--- config.mk ---
export PLATFORM = sky130hd
export DESIGN_NAME = bgr_cfg
export DESIGN_NICKNAME = d
export VERILOG_FILES = /design/src/sv/bgr_pkg.sv /design/src/sv/bgr_cfg.sv
export SDC_FILE = /design/constraint.sdc
export NUM_CORES = 1
export LEC_CHECK = 0
export BUFFER_PORTS_ARGS = -buffer_cell sky130_fd_sc_hd__buf_2
export CAP_MARGIN = 20
export CORE_MARGIN = 5
export CORE_UTILIZATION = 50
export CTS_BUF_LIST = sky130_fd_sc_hd__clkbuf_4 sky130_fd_sc_hd__clkbuf_8
export DETAILED_ROUTE_END_ITERATION = 12
export MAX_ROUTING_LAYER = met4
export PLACE_DENSITY_LB_ADDON = 0.1
export SYNTH_ARGS = -nofsm -noshare
export SYNTH_HDL_FRONTEND = slang
export SYNTH_SLANG_ARGS = --single-unit
--- constraint.sdc ---
create_clock -name aclk -period 0.85 [get_ports aclk]
set_input_delay 0.085 -clock aclk [delete_from_list [all_inputs] [get_ports aclk]]
set_output_delay 0.085 -clock aclk [all_outputs]
set_load 0.02 [all_outputs]
--- src/sv/bgr_pkg.sv ---
// Package for the background tile row renderer.
// Types, codes and constants shared by the bgr_* modules; no dependencies.
`default_nettype none
package bgr_pkg;

    localparam int VRAM_BYTES = 8192;
    localparam int VRAM_AW    = $clog2(VRAM_BYTES);

    localparam int CFG_IDX_W  = 3;
    localparam int CFG_DATA_W = 8;

    localparam logic CMD_WRITE  = 1'b0;
    localparam logic CMD_RENDER = 1'b1;

    typedef enum logic [CFG_IDX_W-1:0] {
        REG_SCROLL_X      = 3'd0,
        REG_SCROLL_Y      = 3'd1,
        REG_BG_PALETTE    = 3'd2,
        REG_BG_ENABLE     = 3'd3,
        REG_BG_MAP_HIGH   = 3'd4,
        REG_TILES_UNSIGNED = 3'd5
    } cfg_index_t;

    localparam logic [7:0] PALETTE_RESET = 8'd252;

    typedef struct packed {
        logic [7:0] scroll_x;
        logic [7:0] scroll_y;
        logic [7:0] bg_palette;
        logic       bg_enable;
        logic       bg_map_high;
        logic       bg_tiles_unsigned;
    } cfg_t;

    typedef struct packed {
        logic               en;
        logic               we;
        logic [VRAM_AW-1:0] addr;
        logic [7:0]         wdata;
    } vram_req_t;

    typedef enum logic [2:0] {
        ST_IDLE,
        ST_MAP,
        ST_LO,
        ST_HI,
        ST_LATCH,
        ST_SHADE,
        ST_FINISH
    } fetch_state_t;

endpackage
`default_nettype wire

--- src/sv/bgr_cfg.sv ---
// Configuration registers of the background renderer.
// Depends on bgr_pkg for the register index codes and the cfg_t bundle.
`default_nettype none
module bgr_cfg (
    input  wire logic                          aclk,
    input  wire logic                          aresetn,
    input  wire logic                          cfg_wr_en,
    input  wire logic [bgr_pkg::CFG_IDX_W-1:0] cfg_index,
    input  wire logic [bgr_pkg::CFG_DATA_W-1:0] cfg_wdata,
    output bgr_pkg::cfg_t                      cfg
);
    import bgr_pkg::*;

    cfg_t cfg_reg;

    always_ff @(posedge aclk) begin
        if (!aresetn) begin
            cfg_reg.scroll_x          <= '0;
            cfg_reg.scroll_y          <= '0;
            cfg_reg.bg_palette        <= PALETTE_RESET;
            cfg_reg.bg_enable         <= 1'b1;
            cfg_reg.bg_map_high       <= 1'b0;
            cfg_reg.bg_tiles_unsigned <= 1'b1;
        end else if (cfg_wr_en) begin
            case (cfg_index)
                REG_SCROLL_X:       cfg_reg.scroll_x          <= cfg_wdata;
                REG_SCROLL_Y:       cfg_reg.scroll_y          <= cfg_wdata;
                REG_BG_PALETTE:     cfg_reg.bg_palette        <= cfg_wdata;
                REG_BG_ENABLE:      cfg_reg.bg_enable         <= cfg_wdata[0];
                REG_BG_MAP_HIGH:    cfg_reg.bg_map_high       <= cfg_wdata[0];
                REG_TILES_UNSIGNED: cfg_reg.bg_tiles_unsigned <= cfg_wdata[0];
                default: ;
            endcase
        end
    end

    assign cfg = cfg_reg;

endmodule
`default_nettype wire

==> flow_summary.ini <==
[layout]
multi_input_area_sq_um = 534.3
syn_to_final_growth_pct = 51.50
final_cell_area_sq_um = 1700
fin_util = 0.7837
num-fill-cells = 149
final_layout_size_suffix_gt1_frac = 0.5494
finalNonFillerCells = 190
nNetsFinal = 177
largest_reg_flops = 27
diodes = 0
seq_area_sq_um = 574.3

[routing]
post_drt_wl_per_cell_um = 14.33
viasPerCell = 4.984
drtAntennaViolNets = 0
first_pass_iters = 4
via_count = 947
route.detailed.drc = 0
drt_iter0_drc = 6
wl_um = 2722

[clock_tree]
max-clock-path-buffers = 2
clk_pin_slew_worst_paths_ns = 0.13
clock_sinks = 27
cts_buffers = 3
htreeDepth = 1
cts_root_buf = clkbuf_4
cts_hold_buf = 0
cts_tree = done
clock_latency_ns = 0.32

[place]
dp.final_hpwl_um = 1852
place_congestion = 0.7358
place_inst = 180
place_area_sq_um = 1423
io_buffer_count = 40

[yosys]
synth_ff_type = dfxtp_1
async_reset_ff_frac = 0
synth_area_sq_um = 1122
ys_ff_latch = 27
synth.largest_area_cell = dfxtp_1
synthDistinctLibCells = 13
avgSynthCellArea_sq_um = 10.30
yosys-top-cells-count = dfxtp_1, mux2i_1, nand2_1
syn_inst = 109
yosysTopAreaCellShare = 0.4816
synth.yosys.seq_area_share = 0.4816
synth_edf_count = 0
ys_top_cells_by_area = dfxtp_1, mux2i_1, nand2_1, nor2b_1, buf_6
synth_nets = 123
synth_warnings = 0

[timing]
relSlewSlack = 0.8333
setup_tns_ns = -0.7519
layout_setup_ws_ns = -0.04583
final.period_utilization = 1.054
period_needed_ns = 0.8958
fin_worst_skew_ns = 0
grt_setup_unrepaired = true
fmaxAchievable_ghz = 1.116
setup_violations = 27
hold_violations = 0
worstMarginPinSlew_ns = 0.2494
slew_viol_final = 0

[worst_setup_path]
cpMaxStageDelayCell = dfxtp_2
r2r-end = cfg[7]
cp.depth = 1
setup.worst_path.end = cfg[3]
crit_arrival_ns = 0.81
startpoint_type = register
cpLargestDelayFamily = flip-flops
critPathBufInv = 1
crit_required_ns = 0.76
cp-startpoint = cfg[3]
critPathMaxFanout = 2
rr_worst_depth = 3
slowest_delay_ns = 0.37
cp-end-kind = output pin
rr_startpoint = cfg[7]
worstSetupPathType = reg2out
cp_cell_sequence = buf_6
reg2reg_setup_slack_ns = 0.09

[floorplan]
die_w_um = 57.38
pin_count = 41
core_sq_um = 2170
initial_core_util = 0.5173
die_h_um = 57.38
std_cell_rows = 17
die-area_sq_um = 3292

[global_routing]
use_met2 = 0.3145
met3_usage = 0.03846
first_global_vias = 990
grt_util_met1 = 0.1909
antenna_found_initial = 0
grt_max_degree = 22
grt_pass1_wl_um = 4326
grt_busiest_layer = met2
grt.overflow.total = 0
track_usage = 0.1764

[power]
internal_power_mw = 1.686
swShare = 0.2388
finalPower_mw = 2.214
combPwrFrac = 0.147
power.density_nw_per_um2 = 1302
p_leak_nw = 0.7534
ir_worst_vdd_mv = 1.141
power_frac_clock = 0.258
p_switching_uw = 528.7
seq_power_share = 0.595

[status]
status = complete, but fails checks
violations = negative setup slack

[worst_hold_path]
hold_class = in2reg

[job]
maxCapViolCount = 0
-- metal layers --
| metal | vias up | wire length, um |
|---|---|---|
| met5 | - | 0 |
| met4 | 0 | 36 |
| met3 | 5 | 112 |
| met2 | 25 | 1457 |
| met1 | 445 | 1115 |
| li1 | 472 | - |
-- cells by family after synthesis --
kind of cell	Yosys count	share of synthesized area
and+or+nand+nor	48	0.2352
DFF	27	0.4816
muxes	27	0.2408
buffers and inverters	7	0.04237
-- cells in the final DEF (no fill, tap or decap) --
cell type and n:
nor2b_1 15, mux2i_1 27, nand4b_1 2, buf_4 13, and4bb_1 1, nand2_1 27, buf_6 27, and4bb_2 1
dfxtp_2 27, nor4b_2 1, buf_2 13, clkbuf_4 4, nand4bb_1 1, buf_12 3
-- through the flow --
step / worst slack, ns / hold WS, ns
after detailed placement: -0.2286 / 0.3721
after CTS: -0.04602 / 0.02243
final: -0.04583 / 0.03419
after global routing: -0.07931 / 0.03037
after floorplan: 0.07871 / 0.2465
after global placement: -0.09549 / 0.3562
-- repair_timing --
item	CTS	global route
setup buffers	3	3
gates resized for setup	81	0
setup endpoints to repair	27	27
-- worst min path at each step --
stage                      start       to  slack, ns  depth (start not counted)
floorplan           cfg_wdata[2]  cfg[13]       0.25                          2
global route        cfg_wdata[5]  cfg[24]       0.03                          3
detailed placement  cfg_wdata[4]   cfg[7]       0.37                          3
finish              cfg_wdata[2]  cfg[13]       0.03                          3
CTS                 cfg_wdata[4]  cfg[23]       0.02                          3
global placement    cfg_wdata[2]   cfg[5]       0.36                          3
-- layout make-up --
type / instances / share of cell area
flip-flops and latches: 27 / 0.3377
multi-input cells: 75 / 0.3142
repair buffers: 56 / 0.3098
well taps: 28 / 0.02060
clock buffers: 4 / 0.01766
-- power by group through the flow --
| stage | Clock, mW | Sequential [mW] | Combinational (mW) |
|---|---|---|---|
| global route | 0.641 | 1.32 | 0.349 |
| CTS | 0.584 | 1.32 | 0.319 |
| global placement | 0 | 1.33 | 0.275 |
| floorplan | 0 | 1.37 | 0.113 |
| finish | 0.571 | 1.32 | 0.325 |
| detailed placement | 0 | 1.34 | 0.281 |
No activity file was read; power rests on OpenSTA's default activity.
