[src/sv/bgr_pkg.sv]
// Package for the background tile row renderer.
// Types, codes and constants shared by the bgr_* modules; no dependencies.
`default_nettype none
package bgr_pkg;

    localparam int VRAM_BYTES = 8192;
    localparam int VRAM_AW    = $clog2(VRAM_BYTES);

    localparam int CFG_IDX_W  = 3;
    localparam int CFG_DATA_W = 8;

    localparam logic CMD_WRITE  = 1'b0;
    localparam logic CMD_RENDER = 1'b1;

    typedef enum logic [CFG_IDX_W-1:0] {
        REG_SCROLL_X      = 3'd0,
        REG_SCROLL_Y      = 3'd1,
        REG_BG_PALETTE    = 3'd2,
        REG_BG_ENABLE     = 3'd3,
        REG_BG_MAP_HIGH   = 3'd4,
        REG_TILES_UNSIGNED = 3'd5
    } cfg_index_t;

    localparam logic [7:0] PALETTE_RESET = 8'd252;

    typedef struct packed {
        logic [7:0] scroll_x;
        logic [7:0] scroll_y;
        logic [7:0] bg_palette;
        logic       bg_enable;
        logic       bg_map_high;
        logic       bg_tiles_unsigned;
    } cfg_t;

    typedef struct packed {
        logic               en;
        logic               we;
        logic [VRAM_AW-1:0] addr;
        logic [7:0]         wdata;
    } vram_req_t;

    typedef enum logic [2:0] {
        ST_IDLE,
        ST_MAP,
        ST_LO,
        ST_HI,
        ST_LATCH,
        ST_SHADE,
        ST_FINISH
    } fetch_state_t;

endpackage
`default_nettype wire

[src/sv/bgr_fetch.sv]
// Fetch sequencer: takes input transfers, drives the video memory port and
// builds the eight shades one pixel per cycle between tile fetches. Depends on bgr_pkg.
`default_nettype none
module bgr_fetch (
    input  wire logic                        aclk,
    input  wire logic                        aresetn,
    input  bgr_pkg::cfg_t                    cfg,
    input  wire logic                        s_valid,
    output logic                             s_ready,
    input  wire logic                        s_cmd,
    input  wire logic [bgr_pkg::VRAM_AW-1:0] s_vram_addr,
    input  wire logic [7:0]                  s_vram_data,
    input  wire logic [7:0]                  s_line,
    input  wire logic [4:0]                  s_column,
    output bgr_pkg::vram_req_t               vram_req,
    input  wire logic [7:0]                  vram_rdata,
    input  wire logic                        out_free,
    output logic                             res_valid,
    output logic [15:0]                      res_shades
);
    import bgr_pkg::*;

    fetch_state_t       state_reg, state_next;
    logic [2:0]         pix_reg, pix_next;
    logic [4:0]         column_reg;
    logic [7:0]         by_reg;
    logic [VRAM_AW-1:0] pat_addr_reg;
    logic [7:0]         lo_reg;
    logic [7:0]         hi_reg;
    logic [15:0]        shades_reg;

    logic               accept;
    logic [7:0]         bx;
    logic [2:0]         bit_sel;
    logic [1:0]         colour;
    logic [1:0]         shade;
    logic [VRAM_AW-1:0] map_addr;
    logic [VRAM_AW-1:0] pat_addr;

    assign s_ready = (state_reg == ST_IDLE);
    assign accept  = s_valid && s_ready;

    // shared coordinate adder, one pixel per use
    assign bx = {column_reg, pix_reg} + cfg.scroll_x;

    // map at 0x1800/0x1C00 offset: {11, map_high, row of tiles, tile column}
    assign map_addr = {2'b11, cfg.bg_map_high, by_reg[7:3], bx[7:3]};

    // signed codes: 0x1000 + code*16 for code < 128, 0x0800 + (code-128)*16 otherwise
    assign pat_addr = {~cfg.bg_tiles_unsigned & ~vram_rdata[7], vram_rdata[7],
                       vram_rdata[6:0], by_reg[2:0], 1'b0};

    assign bit_sel = ~bx[2:0];
    assign colour  = {hi_reg[bit_sel], lo_reg[bit_sel]};
    assign shade   = cfg.bg_palette[{colour, 1'b0} +: 2];

    always_comb begin
        state_next     = state_reg;
        pix_next       = pix_reg;
        vram_req.en    = 1'b0;
        vram_req.we    = 1'b0;
        vram_req.addr  = map_addr;
        vram_req.wdata = s_vram_data;
        res_valid      = 1'b0;
        case (state_reg)
            ST_IDLE: begin
                if (accept) begin
                    if (s_cmd == CMD_WRITE) begin
                        vram_req.en   = 1'b1;
                        vram_req.we   = 1'b1;
                        vram_req.addr = s_vram_addr;
                    end else if (cfg.bg_enable) begin
                        state_next = ST_MAP;
                        pix_next   = '0;
                    end else begin
                        state_next = ST_FINISH;
                    end
                end
            end
            ST_MAP: begin
                vram_req.en = 1'b1;
                state_next  = ST_LO;
            end
            ST_LO: begin
                vram_req.en   = 1'b1;
                vram_req.addr = pat_addr;
                state_next    = ST_HI;
            end
            ST_HI: begin
                vram_req.en   = 1'b1;
                vram_req.addr = pat_addr_reg | VRAM_AW'(1);
                state_next    = ST_LATCH;
            end
            ST_LATCH: begin
                state_next = ST_SHADE;
            end
            ST_SHADE: begin
                if (pix_reg == 3'd7) begin
                    state_next = ST_FINISH;
                end else begin
                    pix_next = pix_reg + 3'd1;
                    // next pixel crosses into the following tile
                    if (bx[2:0] == 3'd7) begin
                        state_next = ST_MAP;
                    end
                end
            end
            ST_FINISH: begin
                if (out_free) begin
                    res_valid  = 1'b1;
                    state_next = ST_IDLE;
                end
            end
            default: begin
                state_next = ST_IDLE;
            end
        endcase
    end

    always_ff @(posedge aclk) begin
        if (!aresetn) begin
            state_reg <= ST_IDLE;
            pix_reg   <= '0;
        end else begin
            state_reg <= state_next;
            pix_reg   <= pix_next;
        end
    end

    always_ff @(posedge aclk) begin
        if (accept) begin
            column_reg <= s_column;
            by_reg     <= s_line + cfg.scroll_y;
            shades_reg <= '0;
        end
        if (state_reg == ST_LO) begin
            pat_addr_reg <= pat_addr;
        end
        if (state_reg == ST_HI) begin
            lo_reg <= vram_rdata;
        end
        if (state_reg == ST_LATCH) begin
            hi_reg <= vram_rdata;
        end
        if (state_reg == ST_SHADE) begin
            shades_reg <= {shades_reg[13:0], shade};
        end
    end

    assign res_shades = shades_reg;

`ifndef SYNTHESIS
    a_write_only_idle: assert property (@(posedge aclk) disable iff (!aresetn)
        vram_req.we |-> (state_reg == ST_IDLE))
        else $error("video memory write outside idle");

    a_render_starts_fetch: assert property (@(posedge aclk) disable iff (!aresetn)
        (accept && s_cmd == CMD_RENDER && cfg.bg_enable) |=> (state_reg == ST_MAP))
        else $error("enabled render did not start with a map read");

    a_shade_after_fetch: assert property (@(posedge aclk) disable iff (!aresetn)
        (state_reg == ST_SHADE && $past(state_reg) != ST_SHADE)
            |-> ($past(state_reg) == ST_LATCH))
        else $error("shading began without a completed tile fetch");

    a_finish_after_last_pixel: assert property (@(posedge aclk) disable iff (!aresetn)
        ($rose(state_reg == ST_FINISH) && $past(state_reg) == ST_SHADE)
            |-> ($past(pix_reg) == 3'd7))
        else $error("result finished before all eight pixels");
`endif

endmodule
`default_nettype wire

[config.mk]
export PLATFORM = sky130hd
export DESIGN_NAME = bgr_fetch
export DESIGN_NICKNAME = d
export VERILOG_FILES = /design/src/sv/bgr_pkg.sv /design/src/sv/bgr_fetch.sv
export SDC_FILE = /design/constraint.sdc
export NUM_CORES = 1
export LEC_CHECK = 0
export BUFFER_PORTS_ARGS = -buffer_cell sky130_fd_sc_hd__clkbuf_2
export CELL_PAD_IN_SITES_DETAIL_PLACEMENT = 0
export CELL_PAD_IN_SITES_GLOBAL_PLACEMENT = 2
export CORE_ASPECT_RATIO = 0.6
export CORE_MARGIN = 1.5
export CORE_UTILIZATION = 29
export DETAILED_ROUTE_END_ITERATION = 8
export GPL_TIMING_DRIVEN = 1
export PLACE_DENSITY = 0.8
export SLEW_MARGIN = 15
export SYNTH_ARGS = -nofsm -noshare
export SYNTH_HDL_FRONTEND = slang
export SYNTH_SLANG_ARGS = --single-unit
[constraint.sdc]
create_clock -name aclk -period 2.2 [get_ports aclk]
set_input_delay 0.22 -clock aclk [delete_from_list [all_inputs] [get_ports aclk]]
set_output_delay 0.22 -clock aclk [all_outputs]
set_load 0.005 [all_outputs]
==> results.sh, run 1 <==
export IMPL_drive_above_1_share=0.385
export IMPL_irDropWorstVdd_v=0.000428
export IMPL_io_pins=115
export IMPL_utilization=0.405
export IMPL_fin_crit_ps=2330
export IMPL_area_growth_pct=33.1
export IMPL_fp_row_count=30
export IMPL_setup_viol=4
export IMPL_worstMarginPinSlew_ps=411
export IMPL_use_met1=0.209
export IMPL_drc_errors=0
export IMPL_synth_xor_area_share=0.0249
export IMPL_crit_type="reg2reg"
export IMPL_syn_avg_cell_area_sq_um=11.5
export IMPL_dieArea_sq_um=12800
export IMPL_vias=2740
export IMPL_gp_congestion=0.750
export IMPL_maxSlewViolCount=0
export IMPL_p_leak_nw=2.00
export IMPL_crit_path_max_fanout=5
export IMPL_relSlewSlack=0.726
export IMPL_cts_max_level=3
export IMPL_antenna_found_initial=0
export IMPL_antenna_left=0
export IMPL_ys_seq_elements=63
export IMPL_cts_hold_buf=0
export IMPL_hold_viol=0
export IMPL_fin_nets=505
export IMPL_die_height_um=88.3
export IMPL_cts_buffers=9
export IMPL_totalWireLength_um=9260
export IMPL_cp_required_ps=2280
export IMPL_avgRoutedWirePerCell_um=16.0
export IMPL_portBuffers=98
export IMPL_clkLatencyLatePin_ps=330
export IMPL_ys_types=54
export IMPL_use_met2=0.212
export IMPL_synth_main_ff_cell="edfxtp_1"
export IMPL_most_common_layout_cells="clkbuf_2, edfxtp_1, nor2_1, a21oi_1, buf_4"
export IMPL_rsz0062_at_grt="true"
export IMPL_grt_pass1_wl_um=14200
export IMPL_synthMuxAreaShare=0.0538
export IMPL_drtIter0Drc=154
export IMPL_cts_root_buffer="clkbuf_16"
export IMPL_fin_ws_ps=-125
export IMPL_synth_compound_area_frac=0.147
export IMPL_drv_cap=0
export IMPL_synth_edff_count=57
export IMPL_worstPathArrival_ps=2400
export IMPL_fin_crit_sh=1.06
export IMPL_syn_num_nets=398
export IMPL_seq_area_frac_synth=0.521
export IMPL_grt_max_degree=39
export IMPL_synthArstFlopShare=0
export IMPL_ys_warn_count=0
export IMPL_largest_register_ffs=16
export IMPL_via_per_inst=4.74
export IMPL_dp_hpwl_um=7130
export IMPL_grt_usage=0.147
export IMPL_overflow=0
export IMPL_final_common_cell="clkbuf_2"
export IMPL_die_w_um=145
export IMPL_clock_skew_ps=5.66
export IMPL_crit_slowest_cell="fa_2"
export IMPL_path_cells="ha_4 > fa_2 > mux4_2 > mux2i_4 > mux2i_1 > o22ai_2"
export IMPL_final_cell_area_sq_um=4680
export IMPL_cts_reportedPaths_clkPinSlew_ps=50
export IMPL_finalNonFillerCells=578
export IMPL_cts_tree="yes"
export IMPL_floorplan_initialDensity=0.304
export IMPL_syn_cell_area_sq_um=3510
export IMPL_grt_util_met3=0.0536
export IMPL_outcome="finished with violations"
export IMPL_cts_buffer_depth=2
export IMPL_maxClockFrequency_ghz=0.430
export IMPL_min_path_type="in2reg"
export IMPL_synth_top_family_by_area="compound AO/OA/AOI/OAI gates"
export IMPL_violations="setup timing"
export IMPL_dpl_cell_area_sq_um=4230
export IMPL_diodes=0
export IMPL_synthCells=306
export IMPL_power_density_nw_per_um2=973
export IMPL_cts_sinks=63
export IMPL_end_kind="flop"
export IMPL_synthAdderAreaFrac=0.0684
export IMPL_cp_start_kind="flop"
export IMPL_synth_simple_gate_area_frac=0.135
export IMPL_drtPass1Iterations=4
export IMPL_first_global_vias=2681
export IMPL_slowest_delay_ps=610
export IMPL_busiest_layer="met2"
export IMPL_placed_cells=561
export IMPL_core_sq_um=11600
## through the flow
step	power, mW	setup TNS [ps]	setup WS [ps]	hold slack, ps
detailed placement	2.88	-432	-235	399
finish	4.55	-274	-125	62.8
global placement	2.87	-266	-140	403
global route	4.80	-847	-215	53.7
CTS	4.52	-423	-168	50.4
floorplan	2.35	-7.54	-7.54	319
## layer usage
layer	part of all wire	wire, um
met5	0	0
met4	0.0071	66
met3	0.063	587
met2	0.41	3750
met1	0.52	4860
## synthesized netlist by cell type, types with 6 or more instances
cell type | n | area share
ha_1 | 16 | 0.057
clkbuf_1 | 12 | 0.013
nand2b_1 | 12 | 0.021
dfxtp_1 | 6 | 0.034
edfxtp_1 | 57 | 0.49
a21oi_1 | 22 | 0.031
nand2_1 | 16 | 0.017
buf_4 | 9 | 0.019
inv_1 | 12 | 0.013
and3_1 | 14 | 0.025
a221oi_1 | 6 | 0.015
xnor2_1 | 7 | 0.017
o21ai_0 | 8 | 0.011
nor2_1 | 22 | 0.023
## critical path: cells and delay by family, from the launching register on
| kind | cells | cell delay [ps] |
|---|---|---|
| mux | 3 | 880 |
| fa+ha+maj | 2 | 770 |
| flops | 1 | 340 |
| compound gates | 1 | 80 |
## report_power, final
group          internal (mW)  switching [mW]
clock                   1.10           0.513
combinational          0.596           0.750
sequential              1.53          0.0684
## cells by family after synthesis
| family | Yosys count |
|---|---|
| muxes | 11 |
| buffers and inverters | 36 |
| adders and majority gates | 18 |
| xor gates and xnor gates | 10 |
| DFF | 63 |
| and+or+nand+nor | 91 |
| AOI/OAI and AO/OA | 77 |
## path summary, 6_finish.rpt
kind,start,endpoint,slack (ps),cells past startpoint
worst max-delay path,pix_reg[0],res_shades[0],-130,6
worst min-delay path,s_column[2],column_reg[2],60,1
worst max register to register,pix_reg[0],res_shades[0],-130,6
worst min register to register,by_reg[1],pat_addr_reg[2],470,0
## final cells by class
type,instances,area [sq um]
flip-flops and latches,63,1840
inverters,14,55.1
well taps,160,200
repair buffers,118,644
fillers,1164,6880
multi-input cells,207,1610
clock buffers,9,225
clock inverters,7,111
## what timing repair did
| item | 4_1_cts | 5_1_grt |
|---|---|---|
| pin swaps | 8 | 8 |
| setup endpoints to repair | 9 | 14 |
| buffers inserted | 0 | 1 |
| gates resized for setup | 10 | 19 |
Power figures use the tool's default switching activity.
==> run 2: changes to the inputs <==
--- a/config.mk
+++ b/config.mk
@@ -13,7 +13,7 @@
 export CORE_UTILIZATION = 29
 export DETAILED_ROUTE_END_ITERATION = 8
 export GPL_TIMING_DRIVEN = 1
-export PLACE_DENSITY = 0.8
+export PLACE_DENSITY = 0.83
 export SLEW_MARGIN = 15
 export SYNTH_ARGS = -nofsm -noshare
 export SYNTH_HDL_FRONTEND = slang
==> run 2 against run 1 <==
- the flow still finishes with violations (setup timing)
- utilization is 0.52 points higher
- final cell count grew 0.17%
- combinational power rose by 3%
- total power increased by 2.2%
- sequential power about the same
- non-clock buffer count up 1
- sequential cell count unchanged
- cell area is 1.3% higher
- via count fell by 0.62%
- sequential share of layout area fell by 0.52 points
- register-to-register slack better by 20 ps
- critical endpoint unchanged
==> results.sh, run 2 (synthesis gave the netlist of run 1 again) <==
export IMPL_highest_layer="met4"
export IMPL_rsz0062_at_grt="true"
export IMPL_cts_reportedPaths_clkPinSlew_ps=60
export IMPL_relSlewSlack=0.732
export IMPL_final_common_cell="clkbuf_2"
export IMPL_most_common_layout_cells="clkbuf_2, edfxtp_1, nor2_1, buf_4, a21oi_1"
export IMPL_placed_cells=558
export IMPL_fin_nets=506
export IMPL_wl_met1_um=4410
export IMPL_cp_num_buf_inv=0
export IMPL_first_global_vias=2726
export IMPL_hold_viol=0
export IMPL_crit_family="multiplexers"
export IMPL_die_height_um=88.3
export IMPL_cp_start_kind="flop"
export IMPL_floorplan_initialDensity=0.304
export IMPL_vias=2723
export IMPL_clock_skew_ps=3.77
export IMPL_grt_max_degree=39
export IMPL_area_growth_pct=34.9
export IMPL_maxClockFrequency_ghz=0.434
export IMPL_maxSlewViolCount=0
export IMPL_fin_ws_ps=-105
export IMPL_dieArea_sq_um=12800
export IMPL_wl_met2_um=3830
export IMPL_drv_cap=0
export IMPL_totalWireLength_um=9010
export IMPL_setup_viol=4
export IMPL_grt_usage=0.148
export IMPL_finalNonFillerCells=579
export IMPL_p_leak_nw=2.02
export IMPL_cts_buffer_depth=2
export IMPL_crit_path_max_fanout=5
export IMPL_outcome="finished with violations"
export IMPL_wl_met3_um=699
export IMPL_final_cell_area_sq_um=4740
export IMPL_path_cells="ha_4 > fa_2 > mux4_2 > mux2i_4 > mux2i_1 > o22ai_2"
export IMPL_cp_required_ps=2280
export IMPL_gp_congestion=0.748
export IMPL_overflow=0
export IMPL_avgRoutedWirePerCell_um=15.6
export IMPL_drc_errors=0
export IMPL_r2r_setup_slack_ps=-100
export IMPL_drive_above_1_share=0.403
export IMPL_cts_hold_buf=0
export IMPL_slowest_delay_ps=620
export IMPL_cts_root_buffer="clkbuf_16"
export IMPL_irDropWorstVdd_v=0.000375
export IMPL_worstMarginPinSlew_ps=397
export IMPL_antenna_left=0
export IMPL_io_pins=115
export IMPL_dpl_cell_area_sq_um=4210
export IMPL_fp_row_count=30
export IMPL_dp_hpwl_um=6960
export IMPL_cts_buffers=9
export IMPL_crit_slowest_cell="fa_2"
export IMPL_clkLatencyLatePin_ps=330
export IMPL_fin_crit_sh=1.05
export IMPL_violations="setup timing"
export IMPL_power_density_nw_per_um2=982
export IMPL_drtIter0Drc=155
export IMPL_die_w_um=145
export IMPL_portBuffers=98
export IMPL_diodes=0
export IMPL_largest_register_ffs=16
export IMPL_worstPathArrival_ps=2380
export IMPL_drtPass1Iterations=4
export IMPL_end_kind="flop"
export IMPL_cts_tree="yes"
export IMPL_via_per_inst=4.70
export IMPL_cts_sinks=63
export IMPL_antenna_found_initial=0
export IMPL_core_sq_um=11600
export IMPL_grt_pass1_wl_um=14200
export IMPL_min_path_type="in2reg"
export IMPL_cts_max_level=3
export IMPL_crit_type="reg2reg"
export IMPL_fin_crit_ps=2300
## run 2: changes by cell type in the layout (fill, tap and decap cells not counted), moves of 2 or more
cell | before | now
a21oi_2 | 2 | 4
a21oi_1 | 20 | 18
clkbuf_2 | 96 | 93
clkinv_1 | 2 | 0
buf_4 | 19 | 21
inv_6 | 0 | 2
buf_2 | 2 | 5
a221oi_1 | 2 | 0
## run 2: per-stage QoR
step	hold WS, ps	util	total power [mW]	TNS (ps)	worst slack [ps]
floorplan	319	-	2.35	-7.54	-7.54
global placement	403	0.364	2.85	-224	-120
detailed placement	399	0.364	2.87	-429	-223
CTS	46.4	0.401	4.61	-278	-117
global route	49.1	0.410	4.91	-667	-195
finish	60.1	0.410	4.65	-215	-105
## run 2: worst paths after layout
| path | start | end | cells past startpoint |
|---|---|---|---|
| hold / removal | s_column[1] | column_reg[1] | 1 |
| hold reg to reg | by_reg[0] | pat_addr_reg[1] | 0 |
| setup / recovery | pix_reg[0] | res_shades[0] | 6 |
| setup reg to reg | pix_reg[0] | res_shades[0] | 6 |
## run 2: worst reg2reg max path: cells and delay by family (launching register included)
kind                     cells  cell delay, ps
flip-flops                   1             330
multiplexers                 3             850
AO/OA/AOI/OAI                1              90
adder cells (fa/ha/maj)      2             780
## run 2: layout make-up
class	instances	area [sq um]
well taps	160	200
clock inverters	7	128
multi-input cells	207	1640
flip-flops and latches	63	1840
fillers	1181	6820
clock buffers	9	225
repair buffers	119	648
inverters	14	57.6
## run 2: report_power, final
group / leakage (nW) / total (mW) / internal (mW) / switching (mW)
registers: 0.588 / 1.59 / 1.52 / 0.0620
clock network: 0.173 / 1.67 / 1.12 / 0.550
logic: 1.26 / 1.39 / 0.611 / 0.782
## run 2: layer usage
| metal | up-vias | track usage |
|---|---|---|
| met5 | - | 0 |
| met4 | 0 | 0.0315 |
| met3 | 8 | 0.0613 |
| met2 | 83 | 0.224 |
| met1 | 1269 | 0.199 |
| li1 | 1363 | - |
## run 2: what timing repair did
item	CTS	global route
pin swaps	9	16
endpoints found under the setup margin	14	14
gates resized for setup	18	21
setup buffers	1	4
